<file path="src/design/afs_pkg.sv">
`timescale 1ns / 1ps
// ----------------------------------------------------------------------------
// afs_pkg: shared definitions for the animation frame sequencer
// Default widths, register indexes, command codes and the command and status
// bundles between the controller and the datapath.
// ----------------------------------------------------------------------------
package afs_pkg;

  localparam int unsigned TIME_BITS_DEF  = 16;
  localparam int unsigned FRAME_BITS_DEF = 8;

  // Configuration register indexes.
  localparam int unsigned CFG_IDX_W = 2;
  localparam logic [CFG_IDX_W-1:0] REG_FRAME_COUNT  = 2'd0;
  localparam logic [CFG_IDX_W-1:0] REG_CYCLE_PERIOD = 2'd1;
  localparam logic [CFG_IDX_W-1:0] REG_CYCLE_LIMIT  = 2'd2;

  // Item command codes.
  localparam logic CMD_ADVANCE = 1'b0;
  localparam logic CMD_RESTART = 1'b1;

  // Controller to datapath.
  typedef struct packed {
    logic restart;   // clear all animation state
    logic advance;   // start an advance item
    logic div_step;  // one restoring division step
    logic update;    // fold the cycle count, load the frame division
    logic frame_wr;  // write the clamped frame quotient
    logic out_load;  // capture the result item
  } afs_cmd_t;

  // Datapath to controller.
  typedef struct packed {
    logic done;       // cycle limit is set and has been reached
    logic finishing;  // the current advance reaches the cycle limit
  } afs_status_t;

endpackage

</file>
<file path="src/design/afs_datapath.sv">
`timescale 1ns / 1ps
// ----------------------------------------------------------------------------
// afs_datapath: configuration, animation state and shared serial divider
// Holds the registers, the accumulator and counters, one bit-serial restoring
// divider used for both divisions, the frame multiplier and the result item.
// ----------------------------------------------------------------------------
module afs_datapath #(
  parameter int unsigned TIME_BITS  = afs_pkg::TIME_BITS_DEF,
  parameter int unsigned FRAME_BITS = afs_pkg::FRAME_BITS_DEF
) (
  input  logic                           clk_i,
  input  logic                           rst_ni,
  input  logic                           cfg_we_i,
  input  logic [afs_pkg::CFG_IDX_W-1:0]  cfg_idx_i,
  input  logic [((TIME_BITS > FRAME_BITS + 1) ? TIME_BITS : FRAME_BITS + 1)-1:0]
                                         cfg_wdata_i,
  input  logic [TIME_BITS-1:0]           elapsed_ticks_i,
  input  afs_pkg::afs_cmd_t              cmd_i,
  output afs_pkg::afs_status_t           status_o,
  output logic [FRAME_BITS-1:0]          frame_index_o,
  output logic                           frame_changed_o,
  output logic                           finished_o
);

  localparam int unsigned TB = TIME_BITS;
  localparam int unsigned FB = FRAME_BITS;
  localparam int unsigned QB = FB + 1;        // frame quotient bits
  localparam int unsigned DW = TB + FB + 1;   // divider dividend width
  localparam logic [FB:0] FRAMES_MAX = {1'b1, {FB{1'b0}}};

  logic [FB:0]    frame_count_q;
  logic [TB-1:0]  cycle_period_q;
  logic [TB-1:0]  cycle_limit_q;

  logic [TB-1:0]  accu_q, accu_d;
  logic [TB-1:0]  cycles_q, cycles_d;
  logic [FB-1:0]  cur_q, cur_d;
  logic [FB-1:0]  prev_q, prev_d;

  logic [TB-1:0]  rem_q, rem_d;
  logic [DW-1:0]  quo_q, quo_d;

  logic [FB-1:0]  out_frame_q;
  logic           out_changed_q;
  logic           out_finished_q;

  logic [FB:0]    frames_eff;
  logic [FB:0]    frames_m1;
  logic [TB-1:0]  period_eff;
  logic           done;
  logic [TB:0]    sum;
  logic [TB+1:0]  total;
  logic [TB-1:0]  total_sat;
  logic           finishing;
  logic [TB+1:0]  trial;
  logic [TB:0]    shifted;
  logic [DW-1:0]  prod;
  logic [QB-1:0]  f_raw;
  logic [QB-1:0]  f_clamped;

  // Effective configuration.
  always_comb begin
    if (frame_count_q == '0) begin
      frames_eff = (FB + 1)'(1);
    end else if (frame_count_q > FRAMES_MAX) begin
      frames_eff = FRAMES_MAX;
    end else begin
      frames_eff = frame_count_q;
    end
  end

  assign frames_m1  = frames_eff - (FB + 1)'(1);
  assign period_eff = (cycle_period_q == '0) ? TB'(1) : cycle_period_q;
  assign done       = (cycle_limit_q != '0) && (cycles_q >= cycle_limit_q);

  assign sum       = {1'b0, accu_q} + {1'b0, elapsed_ticks_i};
  assign total     = {2'b00, cycles_q} + {1'b0, quo_q[TB:0]};
  assign total_sat = (total[TB+1:TB] != 2'b00) ? {TB{1'b1}} : total[TB-1:0];
  assign finishing = (cycle_limit_q != '0) && (total >= {2'b00, cycle_limit_q});

  // One restoring step: shift in the next dividend bit and try a subtract.
  assign shifted = {rem_q, quo_q[DW-1]};
  assign trial   = {1'b0, shifted} - {2'b00, period_eff};

  assign prod = {{(FB + 1){1'b0}}, rem_q} * {{TB{1'b0}}, frames_eff};

  assign f_raw     = quo_q[QB-1:0];
  assign f_clamped = (f_raw >= frames_eff) ? frames_m1 : f_raw;

  always_comb begin
    rem_d = rem_q;
    quo_d = quo_q;
    priority if (cmd_i.advance && !done) begin
      rem_d = '0;
      quo_d = {sum, {FB{1'b0}}};
    end else if (cmd_i.update) begin
      // The quotient stays below frames_eff, so only QB steps are needed.
      rem_d = prod[DW-1:QB];
      quo_d = {prod[QB-1:0], {TB{1'b0}}};
    end else if (cmd_i.div_step) begin
      if (!trial[TB+1]) begin
        rem_d = trial[TB-1:0];
        quo_d = {quo_q[DW-2:0], 1'b1};
      end else begin
        rem_d = shifted[TB-1:0];
        quo_d = {quo_q[DW-2:0], 1'b0};
      end
    end
  end

  always_comb begin
    accu_d   = accu_q;
    cycles_d = cycles_q;
    cur_d    = cur_q;
    prev_d   = prev_q;
    priority if (cmd_i.restart) begin
      accu_d   = '0;
      cycles_d = '0;
      cur_d    = '0;
      prev_d   = '0;
    end else if (cmd_i.advance) begin
      prev_d = cur_q;
      if (done) begin
        accu_d = period_eff;
        cur_d  = frames_m1[FB-1:0];
      end
    end else if (cmd_i.update) begin
      if (finishing) begin
        cycles_d = cycle_limit_q;
        accu_d   = period_eff;
        cur_d    = frames_m1[FB-1:0];
      end else begin
        cycles_d = total_sat;
        accu_d   = rem_q;
      end
    end else if (cmd_i.frame_wr) begin
      cur_d = f_clamped[FB-1:0];
    end
  end

  always_ff @(posedge clk_i or negedge rst_ni) begin
    if (!rst_ni) begin
      frame_count_q  <= (FB + 1)'(1);
      cycle_period_q <= TB'(1);
      cycle_limit_q  <= '0;
      accu_q         <= '0;
      cycles_q       <= '0;
      cur_q          <= '0;
      prev_q         <= '0;
    end else begin
      if (cfg_we_i) begin
        unique case (cfg_idx_i)
          afs_pkg::REG_FRAME_COUNT:  frame_count_q  <= cfg_wdata_i[FB:0];
          afs_pkg::REG_CYCLE_PERIOD: cycle_period_q <= cfg_wdata_i[TB-1:0];
          afs_pkg::REG_CYCLE_LIMIT:  cycle_limit_q  <= cfg_wdata_i[TB-1:0];
          default: ;
        endcase
      end
      accu_q   <= accu_d;
      cycles_q <= cycles_d;
      cur_q    <= cur_d;
      prev_q   <= prev_d;
    end
  end

  always_ff @(posedge clk_i) begin
    rem_q <= rem_d;
    quo_q <= quo_d;
    if (cmd_i.out_load) begin
      out_frame_q    <= cur_q;
      out_changed_q  <= (cur_q != prev_q);
      out_finished_q <= done;
    end
  end

  assign status_o.done      = done;
  assign status_o.finishing = finishing;

  assign frame_index_o   = out_frame_q;
  assign frame_changed_o = out_changed_q;
  assign finished_o      = out_finished_q;

endmodule

</file>
<file path="src/design/afs_ctrl.sv">
`timescale 1ns / 1ps
// ----------------------------------------------------------------------------
// afs_ctrl: sequencing controller for the animation frame sequencer
// Walks each advance item through the serial divisions that it needs and hands
// every result item to the output register.
// ----------------------------------------------------------------------------
module afs_ctrl #(
  parameter int unsigned TIME_BITS  = afs_pkg::TIME_BITS_DEF,
  parameter int unsigned FRAME_BITS = afs_pkg::FRAME_BITS_DEF
) (
  input  logic                  clk_i,
  input  logic                  rst_ni,
  input  logic                  in_valid_i,
  input  logic                  in_cmd_i,
  output logic                  in_ready_o,
  output logic                  out_valid_o,
  input  logic                  out_ready_i,
  input  afs_pkg::afs_status_t  status_i,
  output afs_pkg::afs_cmd_t     cmd_o
);

  localparam int unsigned CNT_W = $clog2(TIME_BITS + FRAME_BITS + 1);

  typedef enum logic [5:0] {
    S_IDLE  = 6'b000001,
    S_DIV1  = 6'b000010,
    S_UPD   = 6'b000100,
    S_DIV2  = 6'b001000,
    S_FRAME = 6'b010000,
    S_LOAD  = 6'b100000
  } afs_state_e;

  afs_state_e       state_q, state_d;
  logic [CNT_W-1:0] cnt_q, cnt_d;
  logic             out_valid_q, out_valid_d;
  logic             accept;
  logic             out_free;

  assign in_ready_o = (state_q == S_IDLE);
  assign accept     = in_valid_i && in_ready_o;
  assign out_free   = !out_valid_q || out_ready_i;

  always_comb begin
    state_d = state_q;
    cnt_d   = cnt_q;
    cmd_o   = '0;
    unique case (state_q)
      S_IDLE: begin
        if (accept) begin
          if (in_cmd_i == afs_pkg::CMD_RESTART) begin
            cmd_o.restart = 1'b1;
            state_d       = S_LOAD;
          end else if (in_cmd_i == afs_pkg::CMD_ADVANCE) begin
            cmd_o.advance = 1'b1;
            cnt_d         = CNT_W'(TIME_BITS);
            state_d       = status_i.done ? S_LOAD : S_DIV1;
          end
        end
      end
      S_DIV1: begin
        cmd_o.div_step = 1'b1;
        cnt_d          = cnt_q - CNT_W'(1);
        if (cnt_q == '0) begin
          state_d = S_UPD;
        end
      end
      S_UPD: begin
        cmd_o.update = 1'b1;
        cnt_d        = CNT_W'(FRAME_BITS);
        state_d      = status_i.finishing ? S_LOAD : S_DIV2;
      end
      S_DIV2: begin
        cmd_o.div_step = 1'b1;
        cnt_d          = cnt_q - CNT_W'(1);
        if (cnt_q == '0) begin
          state_d = S_FRAME;
        end
      end
      S_FRAME: begin
        cmd_o.frame_wr = 1'b1;
        state_d        = S_LOAD;
      end
      S_LOAD: begin
        if (out_free) begin
          cmd_o.out_load = 1'b1;
          state_d        = S_IDLE;
        end
      end
      default: begin
        state_d = S_IDLE;
      end
    endcase
  end

  always_comb begin
    out_valid_d = out_valid_q;
    if (cmd_o.out_load) begin
      out_valid_d = 1'b1;
    end else if (out_ready_i) begin
      out_valid_d = 1'b0;
    end
  end

  always_ff @(posedge clk_i or negedge rst_ni) begin
    if (!rst_ni) begin
      state_q     <= S_IDLE;
      cnt_q       <= '0;
      out_valid_q <= 1'b0;
    end else begin
      state_q     <= state_d;
      cnt_q       <= cnt_d;
      out_valid_q <= out_valid_d;
    end
  end

  assign out_valid_o = out_valid_q;

endmodule

</file>
<file path="src/design/animation_frame_sequencer.sv">
`timescale 1ns / 1ps
// ----------------------------------------------------------------------------
// animation_frame_sequencer: frame timer for a looping sprite animation
// Adds elapsed ticks to a time accumulator, removes and counts whole cycle
// periods, and reports the current frame, whether it changed and whether the
// cycle limit has been reached.
// ----------------------------------------------------------------------------
//
// Channel   Dir  Handshake                       Payload
// s_axis    in   s_axis_tvalid_i/s_axis_tready_o tdata: elapsed_ticks
//                                                tuser: cmd
// m_axis    out  m_axis_tvalid_o/m_axis_tready_i tdata: frame_index,
//                                                frame_changed, finished
// cfg       in   cfg_we_i (no back-pressure)     cfg_idx_i, cfg_wdata_i
//
// The two restoring divisions share one bit-serial divider: TIME_BITS + 1
// steps for the whole-cycle split and FRAME_BITS + 1 steps for the frame
// number. An advance that reaches the cycle limit skips the frame division;
// a restart, or an advance while already finished, skips both divisions.
// The next item is taken only after the last one reaches the output register.
// Reset is asynchronous and active low; it loads frame_count 1, cycle_period
// 1, cycle_limit 0 and clears all animation state. There is no clearing pass.
// The result sits in an output register, so the next item is accepted while
// it waits; only the final hand-off of that next item stalls on m_axis.
//
module animation_frame_sequencer #(
  parameter int unsigned TIME_BITS  = afs_pkg::TIME_BITS_DEF,
  parameter int unsigned FRAME_BITS = afs_pkg::FRAME_BITS_DEF
) (
  input  logic                                        clk_i,
  input  logic                                        rst_ni,
  // Input items.
  input  logic                                        s_axis_tvalid_i,
  output logic                                        s_axis_tready_o,
  // elapsed_ticks from bit 0, zero padding above.
  input  logic [((TIME_BITS + 7) / 8) * 8 - 1:0]      s_axis_tdata_i,
  // cmd.
  input  logic                                        s_axis_tuser_i,
  // Result items.
  output logic                                        m_axis_tvalid_o,
  input  logic                                        m_axis_tready_i,
  // frame_index from bit 0, then frame_changed, then finished, zero padding.
  output logic [((FRAME_BITS + 2 + 7) / 8) * 8 - 1:0] m_axis_tdata_o,
  // Configuration writes.
  input  logic                                        cfg_we_i,
  input  logic [afs_pkg::CFG_IDX_W-1:0]               cfg_idx_i,
  input  logic [((TIME_BITS > FRAME_BITS + 1) ? TIME_BITS : FRAME_BITS + 1)-1:0]
                                                      cfg_wdata_i
);

  localparam int unsigned OUT_W = ((FRAME_BITS + 2 + 7) / 8) * 8;

  afs_pkg::afs_cmd_t    cmd;
  afs_pkg::afs_status_t status;

  logic [FRAME_BITS-1:0] frame_index;
  logic                  frame_changed;
  logic                  finished;

  // The controller sequences every item; the datapath holds all values.
  afs_ctrl #(
    .TIME_BITS  (TIME_BITS),
    .FRAME_BITS (FRAME_BITS)
  ) u_ctrl (
    .clk_i       (clk_i),
    .rst_ni      (rst_ni),
    .in_valid_i  (s_axis_tvalid_i),
    .in_cmd_i    (s_axis_tuser_i),
    .in_ready_o  (s_axis_tready_o),
    .out_valid_o (m_axis_tvalid_o),
    .out_ready_i (m_axis_tready_i),
    .status_i    (status),
    .cmd_o       (cmd)
  );

  afs_datapath #(
    .TIME_BITS  (TIME_BITS),
    .FRAME_BITS (FRAME_BITS)
  ) u_datapath (
    .clk_i           (clk_i),
    .rst_ni          (rst_ni),
    .cfg_we_i        (cfg_we_i),
    .cfg_idx_i       (cfg_idx_i),
    .cfg_wdata_i     (cfg_wdata_i),
    .elapsed_ticks_i (s_axis_tdata_i[TIME_BITS-1:0]),
    .cmd_i           (cmd),
    .status_o        (status),
    .frame_index_o   (frame_index),
    .frame_changed_o (frame_changed),
    .finished_o      (finished)
  );

  // Pack the result item from bit 0 upward and pad with zeros.
  assign m_axis_tdata_o = OUT_W'({finished, frame_changed, frame_index});

endmodule

</file>
<file path="config.mk">
export PLATFORM = sky130hd
export DESIGN_NAME = animation_frame_sequencer
export DESIGN_NICKNAME = d
export VERILOG_FILES = /design/src/design/afs_pkg.sv /design/src/design/afs_datapath.sv /design/src/design/afs_ctrl.sv /design/src/design/animation_frame_sequencer.sv
export SDC_FILE = /design/constraint.sdc
export NUM_CORES = 1
export LEC_CHECK = 0
export ABC_AREA = 1
export BUFFER_PORTS_ARGS = -buffer_cell sky130_fd_sc_hd__buf_4
export CORE_MARGIN = 2
export CORE_UTILIZATION = 32
export DETAILED_ROUTE_END_ITERATION = 6
export GPL_TIMING_DRIVEN = 0
export SLEW_MARGIN = 0
export SYNTH_ARGS = -nofsm -noshare
export SYNTH_HDL_FRONTEND = slang
export SYNTH_SLANG_ARGS = --single-unit
</file>
<file path="constraint.sdc">
create_clock -name clk_i -period 4.8 [get_ports clk_i]
set_input_delay 0.96 -clock clk_i [delete_from_list [all_inputs] [get_ports clk_i]]
set_output_delay 0.96 -clock clk_i [all_outputs]
set_load 0.01 [all_outputs]
</file>
==> qor.yml <==
worstPathMaxFanout: 8
dp_hpwl_um: 40400
die_w_um: 222
seqCellArea_mm2: 0.00382
setup_viol: 16
synth-simple-area-share_pct: 24.7
fmax_mhz: 194
drtPass1Iterations: 6
finalCriticalPeriod_ns: 5.14
io_pins: 58
final_cell_mix: "500 x nand2_1, 330 x inv_1, 146 x nor2_1, 120 x ha_1, 109 x nand3_1"
root_buffer: "clkbuf_16"
violations: "negative setup slack"
power_mw: 13.6
rr_startpoint: "u_datapath.frame_count_q[1]"
dr_total_vias: 14400
antenna_found_initial: 1
numPortBuffers: 51
avgSynthCellArea_um2: 7.33
wl_um: 51900
cp-end-kind: "register"
layout_setup_ws_ns: -0.342
place_ws_ns: -1.40
drc: 0
required_ns: 5.16
htreeDepth: 4
slew_violations: 0
drive_gt1_share_pct: 16.7
yosysWarnings: 0
grt_usage_pct: 21.4
drv_cap: 0
cts_made_buffers: 17
grt_first_pass_wirelength_um: 82400
tightest_slew_ns: 1.05
cts_hold_buf: 0
num_rows: 79
cp-startpoint: "u_datapath.frame_count_q[1]"
clock-sinks: 152
syn_inst: 2075
fillerInstances: 4760
synth-edff-count: 27
skew_ns: 0.0101
clk_path_buf_depth: 2
ys_seq_elements: 152
start_kind: "register"
grt_pass1_vias: 14500
ys_seq_area_share_pct: 25.1
syn-cell-area_mm2: 0.0152
drtIter0Drc: 1118
synth_ff_type: "dfrtp_1"
area_growth_pct: 22.0
clk_latency_ns: 0.44
fin_crit_sh_pct: 107
ys_types: 56
p_leak_nw: 9.47
core_area_mm2: 0.0468
rrSetupSlack_ns: -0.34
peakVddDrop_v: 0.000618
via_per_inst: 5.11
timing.hold.ws_ns: 0.412
synth_xor_xnor_area_share_pct: 3.00
initial_utilization_pct: 32.5
power_density_mw_per_mm2: 732
die_area_mm2: 0.0493
multi_input_area_mm2: 0.0107
async_reset_ff_share_pct: 66.4
routabilityCongestion: 0.978
rsz0062_at_grt: "yes"
synthAdderAreaFrac_pct: 24.7
cp.arrival_ns: 5.50
hp-class: "input pin to async pin"
rr_worst_depth: 27
synth_mux_area_share_pct: 0
overflow: 0
clk_pin_slew_ns: 0.06
die_height_um: 222
final_common_cell: "nand2_1"
final_antenna_net_count: 0
grt_max_degree: 102
slew_headroom_pct: 30.0
regToRegEndpoint: "u_datapath.rem_q[11]"
path_class: "register to register"
synth_top_family_by_area: "adder cells"
wl_per_cell_um: 18.4
status: "complete, but fails checks"
cts_tree: "done"
hold_violations: 0
synth_compound_area_share_pct: 11.5
nNetsFinal: 2482
cells in the mapped netlist (12+ instances only):
cell type  number  area share, %
nand2_1       524             13
inv_1         351            8.7
nor2_1        169            4.2
ha_1          137             11
nand3_1       127            4.2
a21oi_1       113            3.7
o21ai_0       112            3.7
fa_1          102             13
dfrtp_1        98             16
nand4_1        31            1.3
xor2_1         31            1.8
clkbuf_1       27           0.67
edfxtp_1       27            5.3
dfxtp_1        24            3.2
xnor2_1        21            1.2
buf_2          19           0.63
buf_4          15           0.74
nor3_1         14           0.46
o21ai_1        12           0.40
o22ai_1        12           0.49
cell type report:
type / count / share of cell area, %
diodes: 1 / 0.0135
plain buffers: 64 / 2.18
clock buffers: 20 / 2.52
clock inverters: 12 / 0.621
inverters: 358 / 7.45
multi-input cells: 1506 / 57.8
flip-flops and latches: 152 / 20.6
well taps: 607 / 4.10
repair buffers: 104 / 4.69
worst max path at each step:
stage / end / slack, ns / depth (start not counted)
6_report: u_datapath.rem_q[11] / -0.34 / 27
3_3_place_gp: u_datapath.rem_q[14] / -1.40 / 22
5_1_grt: u_datapath.rem_q[8] / -0.61 / 22
4_1_cts: u_datapath.rem_q[15] / -0.21 / 24
3_5_place_dp: u_datapath.rem_q[14] / -1.40 / 22
2_1_floorplan: u_datapath.rem_q[5] / -0.005 / 23
layer usage:
| metal | vias up | routed length, um | global-route usage, % |
|---|---|---|---|
| met2 | 484 | 24700 | 36.2 |
| met3 | 104 | 3150 | 2.72 |
| li1 | 6869 | - | - |
| met1 | 6966 | 22000 | 27.8 |
| met4 | 0 | 2100 | 8.46 |
| met5 | - | 0 | 0 |
cell families after synthesis:
kind of cell | Yosys count
other cells | 1
fa+ha+maj | 239
xor+xnor | 52
buf+inv | 422
flops | 152
compound gates | 310
simple gates | 899
worst max-delay path: stages, from the launching register on:
cell     delay (ns)
dfrtp_2        0.42
nor2_1         0.12
nand3_2        0.15
o21ai_4        0.20
inv_2          0.07
nor2_4         0.14
buf_12         0.13
inv_4          0.05
buf_12         0.14
buf_4          0.14
nor2_4         0.08
fa_1           0.46
fa_1           0.48
fa_1           0.49
inv_1          0.05
fa_1           0.49
inv_2          0.05
ha_4           0.25
a21oi_4        0.16
o21a_1         0.21
nor2_1         0.08
nor2_1         0.16
nand2_1        0.09
nand2_2        0.07
nand3_2        0.12
nand2_1        0.09
inv_1          0.05
a21oi_2        0.13
what timing repair did:
action | CTS | global route
setup endpoints to repair | 19 | 18
cloned | 1 | 0
endpoints found under the hold margin | 0 | 0
resized for setup | 221 | 49
pin swaps | 107 | 37
setup buffers | 32 | 19
report_power, final:
| part | internal, mW | switching [mW] |
|---|---|---|
| registers | 1.79 | 0.416 |
| clock network | 0.766 | 0.598 |
| logic | 3.75 | 6.25 |
state kept, by name, summed over array words and instances, names as in the netlist:
| signal | flops |
|---|---|
| u_ctrl.state_q | 6 |
| u_datapath.finished_o | 1 |
| u_datapath.cycles_q | 16 |
| u_datapath.cycle_limit_q | 16 |
| u_datapath.rem_q | 16 |
| u_datapath.frame_count_q | 9 |
| u_datapath.frame_changed_o | 1 |
| u_datapath.cur_q | 8 |
| u_datapath.prev_q | 8 |
| u_datapath.accu_q | 16 |
| u_ctrl.cnt_q | 5 |
| u_ctrl.out_valid_o | 1 |
| u_datapath.frame_index_o | 8 |
| u_datapath.quo_q | 25 |
| u_datapath.cycle_period_q | 16 |
stage by stage:
step	TNS, ns	std cells	util (%)	instance area [um2]
2_1_floorplan	-0.00830	2080	-	15300
3_5_place_dp	-20.88	2738	35.1	16400
6_report	-4.31	2824	39.6	18500
4_1_cts	-2.44	2803	38.8	18100
5_1_grt	-7.96	2824	39.6	18500
3_3_place_gp	-20.94	2738	35.1	16400
(Power assumes the default switching activity.)
